[config.mk]
export PLATFORM = sky130hd
export DESIGN_NAME = serial_settings_frame_handler_top
export DESIGN_NICKNAME = d
export VERILOG_FILES = /design/src/rtl/ssfh_pkg.sv /design/src/rtl/ssfh_front.sv /design/src/rtl/ssfh_cmd_queue.sv /design/src/rtl/ssfh_back.sv /design/src/rtl/serial_settings_frame_handler_top.sv
export SDC_FILE = /design/constraint.sdc
export NUM_CORES = 1
export LEC_CHECK = 0
export BUFFER_PORTS_ARGS = -buffer_cell sky130_fd_sc_hd__buf_2
export CORE_AREA = 2 2 251 129
export DETAILED_ROUTE_END_ITERATION = 12
export DIE_AREA = 0 0 253 131
export PLACE_DENSITY = 0.76
export SLEW_MARGIN = 20
export SYNTH_ARGS = -nofsm -noshare
export SYNTH_HDL_FRONTEND = slang
export SYNTH_SLANG_ARGS = --single-unit
[constraint.sdc]
create_clock -name clk -period 4.4 [get_ports clk]
set_input_delay 0.66 -clock clk [delete_from_list [all_inputs] [get_ports clk]]
set_output_delay 0.66 -clock clk [all_outputs]
set_load 0.005 [all_outputs]
[src/rtl/ssfh_pkg.sv]
// shared types and constants for the serial settings frame handler
// no dependencies; used by every module of the block
package ssfh_pkg;

	localparam int unsigned SET_BYTES = 23;
	localparam int unsigned SET_IDX_W = 5;

	typedef logic [7:0] byte_t;

	// configuration register indexes
	localparam logic [1:0] REG_READ_CODE  = 2'd0;
	localparam logic [1:0] REG_WRITE_CODE = 2'd1;
	localparam logic [1:0] REG_ACK_CODE   = 2'd2;

	localparam byte_t READ_CODE_RST  = 8'h01;
	localparam byte_t WRITE_CODE_RST = 8'h02;
	localparam byte_t ACK_CODE_RST   = 8'h06;
	localparam byte_t STORE_RST      = 8'hFF;

	// one reply to send: its first byte and whether settings follow
	typedef struct packed {
		byte_t first;
		logic  rd;
	} cmd_t;

	// settings store update from a completed write frame
	typedef struct packed {
		logic                     en;
		byte_t [SET_BYTES-1:0]    data;
	} store_wr_t;

	// back-end status seen by the front end
	typedef struct packed {
		logic q_full;
		logic back_idle;
	} bk_stat_t;

endpackage

[src/rtl/ssfh_front.sv]
// front end: collects received bytes into frames and classifies completed frames
// depends on ssfh_pkg; feeds ssfh_cmd_queue and the settings store in ssfh_back
module ssfh_front #(
	parameter int unsigned FRAME_LENGTH  = 24,
	parameter int unsigned RECEIVE_DEPTH = 32
) (
	input  logic                clk,
	input  logic                arst_n,
	input  logic                push,
	output logic                full,
	input  ssfh_pkg::byte_t     rx_byte,
	input  ssfh_pkg::byte_t     read_code,
	input  ssfh_pkg::byte_t     write_code,
	input  ssfh_pkg::byte_t     ack_code,
	input  ssfh_pkg::bk_stat_t  stat,
	output logic                cmd_push,
	output ssfh_pkg::cmd_t      cmd,
	output ssfh_pkg::store_wr_t store_wr
);

	localparam int unsigned POS_MAX =
		(FRAME_LENGTH > RECEIVE_DEPTH) ? FRAME_LENGTH : RECEIVE_DEPTH;
	localparam int unsigned POS_W = $clog2(POS_MAX + 1);

	typedef enum logic [1:0] {
		IDLE = 2'b01,
		RCV  = 2'b10
	} mode_t;

	mode_t                  mode_q;
	logic [POS_W-1:0]       pos_q;
	ssfh_pkg::byte_t        head_q;
	ssfh_pkg::byte_t        buf_q [ssfh_pkg::SET_BYTES];

	logic accept;
	logic rcv_store;
	logic completing;
	logic head_wr;
	logic head_rd;
	logic start_hit;
	logic [ssfh_pkg::SET_IDX_W-1:0] buf_idx;

	assign rcv_store  = (mode_q == RCV) && (pos_q < POS_W'(RECEIVE_DEPTH));
	assign completing = rcv_store && (pos_q == POS_W'(FRAME_LENGTH - 1));
	assign head_wr    = (head_q == write_code);
	assign head_rd    = (head_q == read_code);
	assign start_hit  = (rx_byte == read_code) || (rx_byte == write_code);
	assign buf_idx    = ssfh_pkg::SET_IDX_W'(pos_q - POS_W'(1));

	// a write commit must wait until no reply is still reading the store
	assign full   = completing && (stat.q_full || (head_wr && !stat.back_idle));
	assign accept = push && !full;

	always_comb begin
		cmd_push     = accept && completing && (head_wr || head_rd);
		cmd.rd       = !head_wr;
		cmd.first    = head_wr ? ack_code : read_code;
		store_wr.en  = accept && completing && head_wr;
		for (int i = 0; i < ssfh_pkg::SET_BYTES; i++) begin
			store_wr.data[i] = (pos_q == POS_W'(i + 1)) ? rx_byte : buf_q[i];
		end
	end

	always_ff @(posedge clk or negedge arst_n) begin
		if (!arst_n) begin
			mode_q <= IDLE;
			pos_q  <= '0;
		end else if (accept) begin
			if (rcv_store) begin
				if (completing) begin
					mode_q <= IDLE;
					pos_q  <= '0;
				end else begin
					pos_q <= pos_q + POS_W'(1);
				end
			end else if (start_hit) begin
				// idle byte, or the byte that hit a full buffer, judged afresh
				mode_q <= RCV;
				pos_q  <= POS_W'(1);
			end else begin
				mode_q <= IDLE;
				pos_q  <= '0;
			end
		end
	end

	always_ff @(posedge clk) begin
		if (accept) begin
			if (rcv_store && (pos_q <= POS_W'(ssfh_pkg::SET_BYTES))) begin
				buf_q[buf_idx] <= rx_byte;
			end
			if (!rcv_store && start_hit) begin
				head_q <= rx_byte;
			end
		end
	end

endmodule

[src/rtl/ssfh_cmd_queue.sv]
// two-entry queue of reply commands between front and back ends
// depends on ssfh_pkg for the command type
module ssfh_cmd_queue (
	input  logic           clk,
	input  logic           arst_n,
	input  logic           wr,
	input  ssfh_pkg::cmd_t wdata,
	input  logic           rd,
	output ssfh_pkg::cmd_t rdata,
	output logic           q_empty,
	output logic           q_full
);

	ssfh_pkg::cmd_t ent_q [2];
	logic           wp_q;
	logic           rp_q;
	logic [1:0]     cnt_q;

	assign q_empty = (cnt_q == 2'd0);
	assign q_full  = (cnt_q == 2'd2);
	assign rdata   = ent_q[rp_q];

	always_ff @(posedge clk or negedge arst_n) begin
		if (!arst_n) begin
			wp_q  <= 1'b0;
			rp_q  <= 1'b0;
			cnt_q <= 2'd0;
		end else begin
			if (wr) begin
				wp_q <= !wp_q;
			end
			if (rd) begin
				rp_q <= !rp_q;
			end
			unique case ({wr, rd})
				2'b10:   cnt_q <= cnt_q + 2'd1;
				2'b01:   cnt_q <= cnt_q - 2'd1;
				default: cnt_q <= cnt_q;
			endcase
		end
	end

	always_ff @(posedge clk) begin
		if (wr) begin
			ent_q[wp_q] <= wdata;
		end
	end

endmodule

[src/rtl/ssfh_back.sv]
// back end: holds the settings store and sends reply frames byte by byte
// depends on ssfh_pkg; takes commands from ssfh_cmd_queue
module ssfh_back #(
	parameter int unsigned FRAME_LENGTH = 24
) (
	input  logic                clk,
	input  logic                arst_n,
	input  ssfh_pkg::store_wr_t store_wr,
	input  logic                q_empty,
	input  ssfh_pkg::cmd_t      q_data,
	output logic                q_rd,
	output logic                busy,
	output logic                empty,
	input  logic                pop,
	output ssfh_pkg::byte_t     tx_byte,
	output logic                last_byte
);

	localparam int unsigned CNT_W = $clog2(FRAME_LENGTH);

	ssfh_pkg::byte_t   store_q [ssfh_pkg::SET_BYTES];
	logic              busy_q;
	logic [CNT_W-1:0]  cnt_q;
	ssfh_pkg::cmd_t    cur_q;

	logic [ssfh_pkg::SET_IDX_W-1:0] st_idx;
	logic                           take;

	assign st_idx = ssfh_pkg::SET_IDX_W'(cnt_q - CNT_W'(1));
	assign q_rd   = !busy_q && !q_empty;
	assign busy   = busy_q;
	assign empty  = !busy_q;
	assign take   = pop && busy_q;

	always_comb begin
		last_byte = (cnt_q == CNT_W'(FRAME_LENGTH - 1));
		priority if (cnt_q == '0) begin
			tx_byte = cur_q.first;
		end else if (cur_q.rd && (cnt_q <= CNT_W'(ssfh_pkg::SET_BYTES))) begin
			tx_byte = store_q[st_idx];
		end else begin
			tx_byte = '0;
		end
	end

	always_ff @(posedge clk or negedge arst_n) begin
		if (!arst_n) begin
			busy_q <= 1'b0;
			cnt_q  <= '0;
			for (int i = 0; i < ssfh_pkg::SET_BYTES; i++) begin
				store_q[i] <= ssfh_pkg::STORE_RST;
			end
		end else begin
			if (store_wr.en) begin
				for (int i = 0; i < ssfh_pkg::SET_BYTES; i++) begin
					store_q[i] <= store_wr.data[i];
				end
			end
			if (q_rd) begin
				busy_q <= 1'b1;
				cnt_q  <= '0;
			end else if (take) begin
				if (last_byte) begin
					busy_q <= 1'b0;
				end
				cnt_q <= cnt_q + CNT_W'(1);
			end
		end
	end

	always_ff @(posedge clk) begin
		if (q_rd) begin
			cur_q <= q_data;
		end
	end

endmodule

[src/rtl/serial_settings_frame_handler_top.sv]
// a completed frame's reply command passes the command queue and is loaded into the
// back end before its first reply byte shows; throughput: one item per cycle while a
// frame fills, unless full holds the closing item; one reply byte per cycle on pop,
// with empty raised between reply frames; a write frame closes only once no reply is pending
// reset: arst_n clears mode, counters and queue at once and presets the settings store to 0xff
module serial_settings_frame_handler_top #(
	parameter int unsigned FRAME_LENGTH  = 24,
	parameter int unsigned RECEIVE_DEPTH = 32
) (
	input  logic            clk,
	input  logic            arst_n,
	input  logic            push,
	output logic            full,
	input  ssfh_pkg::byte_t rx_byte,
	output logic            empty,
	input  logic            pop,
	output ssfh_pkg::byte_t tx_byte,
	output logic            last_byte,
	input  logic            cfg_we,
	input  logic [1:0]      cfg_idx,
	input  ssfh_pkg::byte_t cfg_wdata
);

	ssfh_pkg::byte_t     read_code_q;
	ssfh_pkg::byte_t     write_code_q;
	ssfh_pkg::byte_t     ack_code_q;

	ssfh_pkg::bk_stat_t  stat;
	ssfh_pkg::store_wr_t store_wr;
	ssfh_pkg::cmd_t      cmd;
	ssfh_pkg::cmd_t      q_data;
	logic                cmd_push;
	logic                q_empty;
	logic                q_full;
	logic                q_rd;
	logic                busy;

	always_ff @(posedge clk or negedge arst_n) begin
		if (!arst_n) begin
			read_code_q  <= ssfh_pkg::READ_CODE_RST;
			write_code_q <= ssfh_pkg::WRITE_CODE_RST;
			ack_code_q   <= ssfh_pkg::ACK_CODE_RST;
		end else if (cfg_we) begin
			unique case (cfg_idx)
				ssfh_pkg::REG_READ_CODE:  read_code_q  <= cfg_wdata;
				ssfh_pkg::REG_WRITE_CODE: write_code_q <= cfg_wdata;
				ssfh_pkg::REG_ACK_CODE:   ack_code_q   <= cfg_wdata;
				default:                  ;
			endcase
		end
	end

	assign stat.q_full    = q_full;
	assign stat.back_idle = !busy && q_empty;

	ssfh_front #(
		.FRAME_LENGTH  (FRAME_LENGTH),
		.RECEIVE_DEPTH (RECEIVE_DEPTH)
	) u_front (
		.clk        (clk),
		.arst_n     (arst_n),
		.push       (push),
		.full       (full),
		.rx_byte    (rx_byte),
		.read_code  (read_code_q),
		.write_code (write_code_q),
		.ack_code   (ack_code_q),
		.stat       (stat),
		.cmd_push   (cmd_push),
		.cmd        (cmd),
		.store_wr   (store_wr)
	);

	ssfh_cmd_queue u_queue (
		.clk     (clk),
		.arst_n  (arst_n),
		.wr      (cmd_push),
		.wdata   (cmd),
		.rd      (q_rd),
		.rdata   (q_data),
		.q_empty (q_empty),
		.q_full  (q_full)
	);

	ssfh_back #(
		.FRAME_LENGTH (FRAME_LENGTH)
	) u_back (
		.clk       (clk),
		.arst_n    (arst_n),
		.store_wr  (store_wr),
		.q_empty   (q_empty),
		.q_data    (q_data),
		.q_rd      (q_rd),
		.busy      (busy),
		.empty     (empty),
		.pop       (pop),
		.tx_byte   (tx_byte),
		.last_byte (last_byte)
	);

	// settings must not change under a reply that is still being sent
	a_store_wr_idle: assert property (@(posedge clk) disable iff (!arst_n)
		store_wr.en |-> stat.back_idle)
		else $error("settings store written while a reply is pending");

	a_queue_no_overflow: assert property (@(posedge clk) disable iff (!arst_n)
		cmd_push |-> !q_full)
		else $error("reply command pushed into a full queue");

	a_gap_after_last: assert property (@(posedge clk) disable iff (!arst_n)
		(pop && !empty && last_byte) |=> empty)
		else $error("reply frame did not end after its last item");

endmodule
Word-level counts from Yosys, hierarchy flattened
Memories as Yosys holds them, arrays and structs flattened. A register that Yosys moved wholly into a read port is not among the register bits.
Cells that the tools add are included.
Storage, ports and cells
  register bits after elaboration: 50
  bits in latches: 0
  memory bits (writable): 202
  memory bits (read-only): 0
  output and inout bits: 11
  word-level logic and storage cells: 120
  memories: 2
Memory list
  u_front.buf_q: depth 23, bits a word 8, rd ports 23, clocked after Yosys merged registers in 23, wr ports 1, line ssfh_front.sv:33  | ssfh_pkg::byte_t buf_q [ssfh_pkg::SET_BYTES];
  u_queue.ent_q: depth 2, bits a word 9, rd ports 1, clocked after Yosys merged registers in 1, wr ports 1, line ssfh_cmd_queue.sv:14  | ssfh_pkg::cmd_t ent_q [2];
Cells by class
  add/subtract/negate cells: 6
  multiply operators: 0
  div/mod/pow operators: 0
  $lt $le $gt $ge: 4
  equality and inequality tests: 13
  shift-type cells: 0
  muxes and demuxes: 23
  bitwise logic cells: 1
  reduce and logical (&&, ||, !) cells: 60
Operators by type and width (number)
  $bmux W8 S5: 1
  $mux W8: 5
  $eq A8 B8 Y1: 4
  $logic_not A1 Y1: 31
  $logic_and A1 B1 Y1: 14
  $mux W6: 2
  $reduce_and A2 Y1: 6
  $mux W5: 2
  $sub A5 B1 Y5 const B: 2
  $mux W1: 9
  $eq A2 B2 Y1 const B: 4
  $add A6 B1 Y6 const B: 1
  $eq A6 B5 Y1 const B: 1
  $ge A6 B6 Y1 const B: 1
  $le A6 B5 Y1 const B: 1
  $lt A6 B6 Y1 const B: 1
  $mux W2: 3
  $not A5 Y6: 1
  $reduce_bool A2 Y1: 3
  $add A5 B1 Y5 const B: 1
  $eq A5 B5 Y1 const B: 1
  $le A5 B5 Y1 const B: 1
  $logic_not A5 Y1: 1
  $eq A2 B1 Y1 const B: 2
  6 further kinds: 9

Logic depth before layout (Yosys ltp)
Gate-level depths: netlist of run 1.
  depth after elaboration: 12
  mapped depth: 12

Modules after synthesis
Synthesis of run 1 repeated with hierarchy kept, for this count alone.
Second synthesis, totals
  cells, all modules: 1318
  area, all modules: 20576.0 sq um
By module, submodules not included
  ssfh_front: times used 1, cells each 619, area an instance 9442.8 sq um, seq. area each 5967.0 sq um
  ssfh_back: times used 1, cells each 603, area an instance 9376.5 sq um, seq. area each 5255.0 sq um
  serial_settings_frame_handler_top: times used 1, cells each 52, area an instance 923.4 sq um, seq. area each 605.6 sq um
  ssfh_cmd_queue: times used 1, cells each 44, area an instance 833.3 sq um, seq. area each 640.6 sq um

Worst setup path before layout of run 1
OpenSTA, ideal clock, no wires.
  kind: register -> output
  start: register u_back.cnt_q[0]
  end: output tx_byte[4]
  data arrival time: 2.578 ns
  required time: 3.740 ns
  slack: 1.162 ns
  stages on the path, launching flop included: 11
  cells stage by stage: dfrtp_1 buf_6 buf_2 inv_1 ha_1 clkbuf_1 clkbuf_1 mux4_2 a22oi_1 nand2_1 a221o_1
Between the ends
  cells in the longest elaborated chain, start to end: 7
  elaborated cells on any way between the ends: 10
  classes of those cells: 1 x add/sub; 1 x order compare; 5 x mux; 1 x bitwise; 2 x reduce/logical
RTL lines
  start: declaration: line ssfh_back.sv:23  | logic [CNT_W-1:0] cnt_q;
  start signal: assignment: line ssfh_back.sv:66  | cnt_q <= cnt_q + CNT_W'(1);
  $sub A5 B1 Y5: line ssfh_back.sv:29  | assign st_idx = ssfh_pkg::SET_IDX_W'(cnt_q - CNT_W'(1));
  $not A5 Y6 (implied by the code): line ssfh_back.sv:40  | tx_byte = store_q[st_idx];
  $bmux W8 S5: line ssfh_back.sv:40
  $mux W8 (implied by the code) (2 in series): line ssfh_back.sv:40
  $mux W8: line ssfh_back.sv:39  | end else if (cur_q.rd && (cnt_q <= CNT_W'(ssfh_pkg::SET_BYTES))) begin
  $mux W8 *: line ssfh_back.sv:37  | priority if (cnt_q == '0) begin
  end: declaration: line serial_settings_frame_handler_top.sv:17  | output ssfh_pkg::byte_t tx_byte,
Every way passes the cells marked *; elsewhere a longest branch is shown, timed or not. The select of a mux whose other input is x is not followed.

Final worst setup path of run 1
  start: register u_back.cnt_q[0]
  end: output tx_byte[5]
The elaborated chain is that of the path after synthesis.

==> impl_metrics.csv, run 1 <==
group,metric,value,unit
outcome,status,"finished clean",
sta,fmax,243.8,MHz
synth,synth-adder-area-share,0.5467,%
clock_network,cts_made_buffers,38,
synth,synthArstFlopShare,50.79,%
global_route,grt.overflow.total,0,
final_layout,utilization,65.19,%
global_route,grt_usage,25.83,%
synth,synth.area.mux_share,19.39,%
floorplan,rows,46,
final_layout,nNetsFinal,1157,
global_route,grt_pass1_vias,9982,
sta,skew,0.009350,ns
sta,setup_tns,0,ns
worst_setup_path,critPathCaptureType,"output pin",
power_and_ir_drop,power.density,480.7,nW/um^2
sta,setup_viol,0,
floorplan,dieArea,33140,sq um
clock_network,cts_tree,"yes",
power_and_ir_drop,p_seq_share,47.1,%
placed_design,port_buffers,33,
sta,grt_setup_unrepaired,"false",
worst_setup_path,cp.required,3.74,ns
power_and_ir_drop,power,9.739,mW
power_and_ir_drop,clock_power_share,36.2,%
power_and_ir_drop,p_int,7.105,mW
clock_network,cts_num_sinks,445,
flow_run,drv_cap,0,
sta,hold_viol_final,0,
final_layout,final_common_cell,"edfxtp_1",
global_route,grt_use_met3,7.666,%
global_route,antenna_found_initial,1,
synth,synth.avg_cell_area,17.10,sq um
final_layout,syn2layout_area_growth,10.66,%
clock_network,cts-root-buf,"clkbuf_16",
routing,drc,0,
sta,period_needed,4.102,ns
synth,synth_cell_types,61,
global_route,grt_most_used_layer,"met1",
final_layout,layout.cells.non_filler,1565,
power_and_ir_drop,p_comb_share,16.7,%
synth,syn_nets,1102,
hold_path,hold_path_class,"in -> async",
power_and_ir_drop,switching_share,27.05,%
placed_design,placed_area,18950,sq um
worst_setup_path,crit_path_start_kind,"flip-flop",
global_route,grt.met2_usage,36.34,%
power_and_ir_drop,ir_drop,0.0003930,V
clock_network,cts-resized-gates,0,
floorplan,coreArea,31080,sq um
synth,ys.flop_type,"edfxtp_1",
synth,syn-instance-count,1071,
synth,ys_seq_elements,445,
routing,dr.first_iter.drc_count,860,
placed_design,dp.cells,1494,
synth,yosys_warnings,0,
routing,postRouteAntennaNets,0,
synth,synth_compound_area_share,3.212,%
final_layout,final_cell_mix,"edfxtp_1, mux2_2, dfstp_2, nor2_1, clkbuf_16",
synth,synth_xor_area_share,2.002,%
worst_setup_path,r2r_cells,6,
synth,synth_top_family_by_area,"multiplexers",
synth,synth_simple_gate_area_share,4.305,%
floorplan,die_h,131,um
synth,yosysSeqAreaShare,68.10,%
floorplan,start_util,58.91,%
routing,wl_per_cell,25.90,um
placed_design,dpl.hpwl,26.29,mm
floorplan,die_x,253,um
routing,vias_per_cell,6.221,
sta,finalMaxSlewViolations,0,
placed_design,globalplace.congestion,0.8800,
power_and_ir_drop,power.switching,2.634,mW
sta,finalCritPeriodShare,93.22,%
global_route,use_met1,39.68,%
final_layout,drive_above_1_share,48.62,%
final_layout,fin_area,20260,sq um
worst_setup_path,critPathArrivalTime,3.44,ns
routing,vias,9736,
sta,maxSlewHeadroom,28.78,%
global_route,grt_pass1_wl,62.13,mm
clock_network,insertion_delay,0.54,ns
clock_network,htree_levels,2,
worst_setup_path,critPathMaxFanout,23,
power_and_ir_drop,p_leak,7.615,nW
sta,tightest_slew,1.064,ns
global_route,grt_max_degree,113,
sta,hold_slack,0.2464,ns
clock_network,post_cts.repair.setup_buffers,0,
synth,synth_area,18310,sq um
synth,synth_edf_count,219,
routing,wl,40.54,mm
floorplan,io_pins,34,
clock_network,cts_buffer_depth,3,
sta,finalWorstSetupSlack,0.2984,ns
worst_setup_path,crit_type,"reg -> out",
clock_network,clkTransAtPathRegs,0.07,ns
clock_network,hold_buffers,0,
routing,first_pass_iters,5,
placed_design,dp_slack,0.9602,ns
[Yosys cell counts (8+ instances only)]
cell type	count	area, sq um
edfxtp_1	219	6576
mux2_2	204	2297
dfstp_2	189	4966
nor2_1	45	168.9
dfrtp_1	37	925.9
mux4_2	30	675.7
nand2_1	30	112.6
xor2_1	28	245.2
buf_6	22	247.7
mux2_1	21	236.5
a21oi_1	17	85.08
nor3_1	17	85.08
a22oi_1	15	112.6
inv_1	14	52.55
buf_2	13	65.06
mux2i_1	13	130.1
o21ai_0	13	65.06
clkbuf_1	12	45.04
nand3_1	12	60.06
xnor2_1	12	105.1
a221o_1	8	80.08
and3_1	8	50.05
ha_1	8	100.1
mux4_1	8	210.2
[registers in the layout, indices dropped and copies added, names as in the netlist]
name / flops
u_back.store_q: 184
u_front.buf_q: 184
u_queue.ent_q: 18
u_back.cur_q: 9
ack_code_q: 8
read_code_q: 8
u_front.head_q: 8
write_code_q: 8
u_front.pos_q: 6
u_back.cnt_q: 5
u_front.mode_q: 2
u_queue.cnt_q: 2
u_back.busy: 1
u_queue.rp_q: 1
u_queue.wp_q: 1
[worst paths after layout]
check                                     from                  end  slack [ns]
setup / recovery               u_back.cnt_q[0]           tx_byte[5]        0.30
setup reg to reg             u_front.head_q[2]   u_back.store_q[80]        0.98
hold reg to reg            u_front.buf_q[1][1]  u_back.store_q[169]        0.46
hold / removal                          arst_n      write_code_q[3]        0.25
max in group asynchronous               arst_n   u_back.store_q[10]        3.13
min in group clk                           pop          u_back.busy        0.38
[area by class of cell]
cell class	count	area [sq um]
Multi-Input combinational cell	561	5403
Sequential cell	445	12470
Fill cell	2147	10820
Clock buffer	46	1055
Antenna cell	1	2.502
Tap cell	408	510.5
Inverter	14	52.55
Clock inverter	24	255.2
Timing Repair Buffer	66	510.5
[worst max-delay path, cell delays in order (launching register included)]
cell and delay [ns]:
dfrtp_4 0.42, inv_1 0.12, ha_2 0.67, buf_12 0.26
nor2b_1 0.58, a221oi_1 0.21, nor3_1 0.28, a221o_1 0.21
buf_2 0.13
[layer usage]
| layer | wire length [um] | up-vias | part of all wire (%) |
|---|---|---|---|
| met2 | 16790 | 342 | 41 |
| li1 | - | 4175 | - |
| met4 | 708 | 0 | 1.7 |
| met3 | 3554 | 60 | 8.8 |
| met1 | 19490 | 5159 | 48 |
| met5 | 0 | - | 0 |
[power groups by stage]
| stage | combinational [mW] | clock (mW) | sequential [mW] |
|---|---|---|---|
| after floorplan | 1.12 | 0 | 4.59 |
| after global placement | 1.58 | 0 | 4.65 |
| after detailed placement | 1.60 | 0 | 4.66 |
| after CTS | 1.61 | 3.59 | 4.58 |
| after global routing | 1.73 | 3.76 | 4.59 |
| final | 1.63 | 3.53 | 4.58 |
[cells by family (layout without fill, tap and decap cells)]
kind of cell               Yosys count  count (layout)
other                                0               1
buffers and inverters               65             150
xor gates and xnor gates            41              41
and+or+nand+nor                    152             152
adders and majority gates            8               8
muxes                              276             276
DFF                                445             445
AOI/OAI and AO/OA                   84              84
Note: power is estimated with default switching activity, not from simulation.
==> run 2, diff against run 1 <==
--- a/config.mk
+++ b/config.mk
@@ -10,6 +10,7 @@
 export DETAILED_ROUTE_END_ITERATION = 12
 export DIE_AREA = 0 0 253 131
 export PLACE_DENSITY = 0.76
+export SETUP_SLACK_MARGIN = 0.3
 export SLEW_MARGIN = 20
 export SYNTH_ARGS = -nofsm -noshare
 export SYNTH_HDL_FRONTEND = slang
==> run 2 against run 1 <==
  * Register-to-register slack better by 0.05 ns
  * Non-clock buffer count unchanged
  * Sequential share of layout area about the same
  * Global-route usage unchanged
  * Clock skew up 0.00075 ns
  * Combinational power about the same
  * Via count up 0.33%
  * Worst setup slack better by 0.15 ns
  * First-iteration DRC count down 11%
  * Critical path depth unchanged
==> impl_metrics.csv, run 2 (synthesis results as in run 1) <==
group,metric,value,unit
routing,wl_per_cell,25.93,um
final_layout,utilization,65.24,%
worst_setup_path,critPathCaptureType,"output pin",
floorplan,coreArea,31080,sq um
routing,vias,9768,
hold_path,hold_path_class,"in -> async",
final_layout,nNetsFinal,1157,
sta,finalCritPeriodShare,89.74,%
sta,setup_tns,0,ns
final_layout,fillerInstances,2145,
routing,dr.first_iter.drc_count,766,
routing,wl,40.61,mm
sta,hold_viol_final,0,
worst_setup_path,cp_slowest_stage_delay,0.49,ns
clock_network,insertion_delay,0.54,ns
power_and_ir_drop,ir_drop,0.0003942,V
flow_run,drv_cap,0,
power_and_ir_drop,power.density,481.3,nW/um^2
routing,vias_per_cell,6.238,
final_layout,largest_registers,"u_back.store_q x184, u_front.buf_q x184, u_queue.ent_q x18",
sta,fmax,253.2,MHz
routing,first_pass_iters,5,
clock_network,cts_buffer_depth,3,
placed_design,port_buffers,33,
global_route,antenna_found_initial,1,
worst_setup_path,crit_path_start_kind,"flip-flop",
sta,setup_viol,0,
final_layout,final_cell_mix,"edfxtp_1, mux2_2, dfstp_2, nor2_1, clkbuf_16",
worst_setup_path,slowest_stage,"dfrtp_4",
global_route,grt_pass1_wl,62.13,mm
worst_setup_path,critPathArrivalTime,3.29,ns
sta,hold_slack,0.2445,ns
clock_network,post_cts.repair.setup_buffers,0,
power_and_ir_drop,p_leak,7.618,nW
routing,postRouteAntennaNets,0,
floorplan,rows,46,
final_layout,syn2layout_area_growth,10.74,%
worst_setup_path,cp.required,3.74,ns
worst_setup_path,critPathMaxFanout,18,
clock_network,clkTransAtPathRegs,0.08,ns
routing,drc,0,
worst_setup_path,crit_chain,"inv_1 > ha_4 > buf_12 > mux4_1 > a22oi_1 > nand2_1 > a221o_1 > buf_2",
worst_setup_path,crit_type,"reg -> out",
floorplan,start_util,58.91,%
sta,grt_setup_unrepaired,"false",
floorplan,die_x,253,um
sta,skew,0.01010,ns
sta,period_needed,3.949,ns
clock_network,hold_buffers,0,
final_layout,regArea,12470,sq um
clock_network,cts_tree,"yes",
global_route,grt_usage,25.83,%
sta,tightest_slew,1.044,ns
global_route,grt.overflow.total,0,
sta,maxSlewHeadroom,30.15,%
placed_design,globalplace.congestion,0.8800,
floorplan,die_h,131,um
final_layout,multi_input_area,5415,sq um
final_layout,drive_above_1_share,48.70,%
global_route,grt_max_degree,113,
floorplan,io_pins,34,
placed_design,dpl.hpwl,26.29,mm
power_and_ir_drop,power,9.758,mW
global_route,grt_pass1_vias,9982,
sta,finalMaxSlewViolations,0,
clock_network,cts-root-buf,"clkbuf_16",
clock_network,cts_num_sinks,445,
final_layout,final_common_cell,"edfxtp_1",
clock_network,htree_levels,2,
floorplan,dieArea,33140,sq um
outcome,status,"finished clean",
clock_network,cts_made_buffers,38,
## run 2: power by group
| part | total (mW) | internal [mW] | switching [mW] |
|---|---|---|---|
| Clock | 3.52 | 2.02 | 1.51 |
| Combinational | 1.65 | 0.642 | 1.01 |
| Sequential | 4.58 | 4.46 | 0.119 |
| Total | 9.76 | 7.12 | 2.63 |
## run 2: final timing paths
kind,slack (ns),end,cells after the start,startpoint
min in group clk,0.37,u_back.busy,2,pop
hold reg to reg,0.46,u_back.store_q[169],1,u_front.buf_q[1][1]
hold / removal,0.24,write_code_q[3],1,arst_n
setup reg to reg,1.03,u_back.store_q[80],6,u_front.head_q[2]
setup / recovery,0.45,tx_byte[7],8,u_back.cnt_q[0]
max in group asynchronous,3.12,u_back.store_q[10],2,arst_n
## run 2: layout make-up
class / instances / share of cell area [%]
flip-flops and latches: 445 / 61.51
multi-input cells: 561 / 26.71
clock buffers: 46 / 5.202
repair buffers: 66 / 2.518
well taps: 408 / 2.518
clock inverters: 24 / 1.259
inverters: 14 / 0.2592
diodes: 2 / 0.02468
## run 2: routing by layer
metal | wire length, um | GRT usage, % | part of all wire [%] | up-vias
li1 | - | - | - | 4180
met1 | 19340 | 39.68 | 48 | 5193
met2 | 17020 | 36.34 | 42 | 339
met3 | 3623 | 7.666 | 8.9 | 56
met4 | 629 | 6.091 | 1.5 | 0
met5 | 0 | 0 | 0 | -
## run 2: what timing repair did
action                                  4_1_cts  5_1_grt
endpoints found under the setup margin        0        3
hold endpoints to repair                      0        0
resized for setup                             0        2
## run 2: through the flow
step / std cells / area [sq um] / setup slack (ns)
finish: 1566 / 20280 / 0.4512
global route: 1564 / 20270 / 0.3688
CTS: 1564 / 20260 / 0.3402
detailed placement: 1494 / 18950 / 0.9602
global placement: 1494 / 18950 / 0.9819
floorplan: 1071 / 18310 / 1.162
## run 2: worst max-delay path, delay by kind of cell (launching register included)
kind / cells / cell delay [ns]
buf+inv: 3 / 0.56
fa+ha+maj: 1 / 0.36
mux: 1 / 0.29
compound gates: 2 / 0.79
simple gates: 1 / 0.23
flops: 1 / 0.49
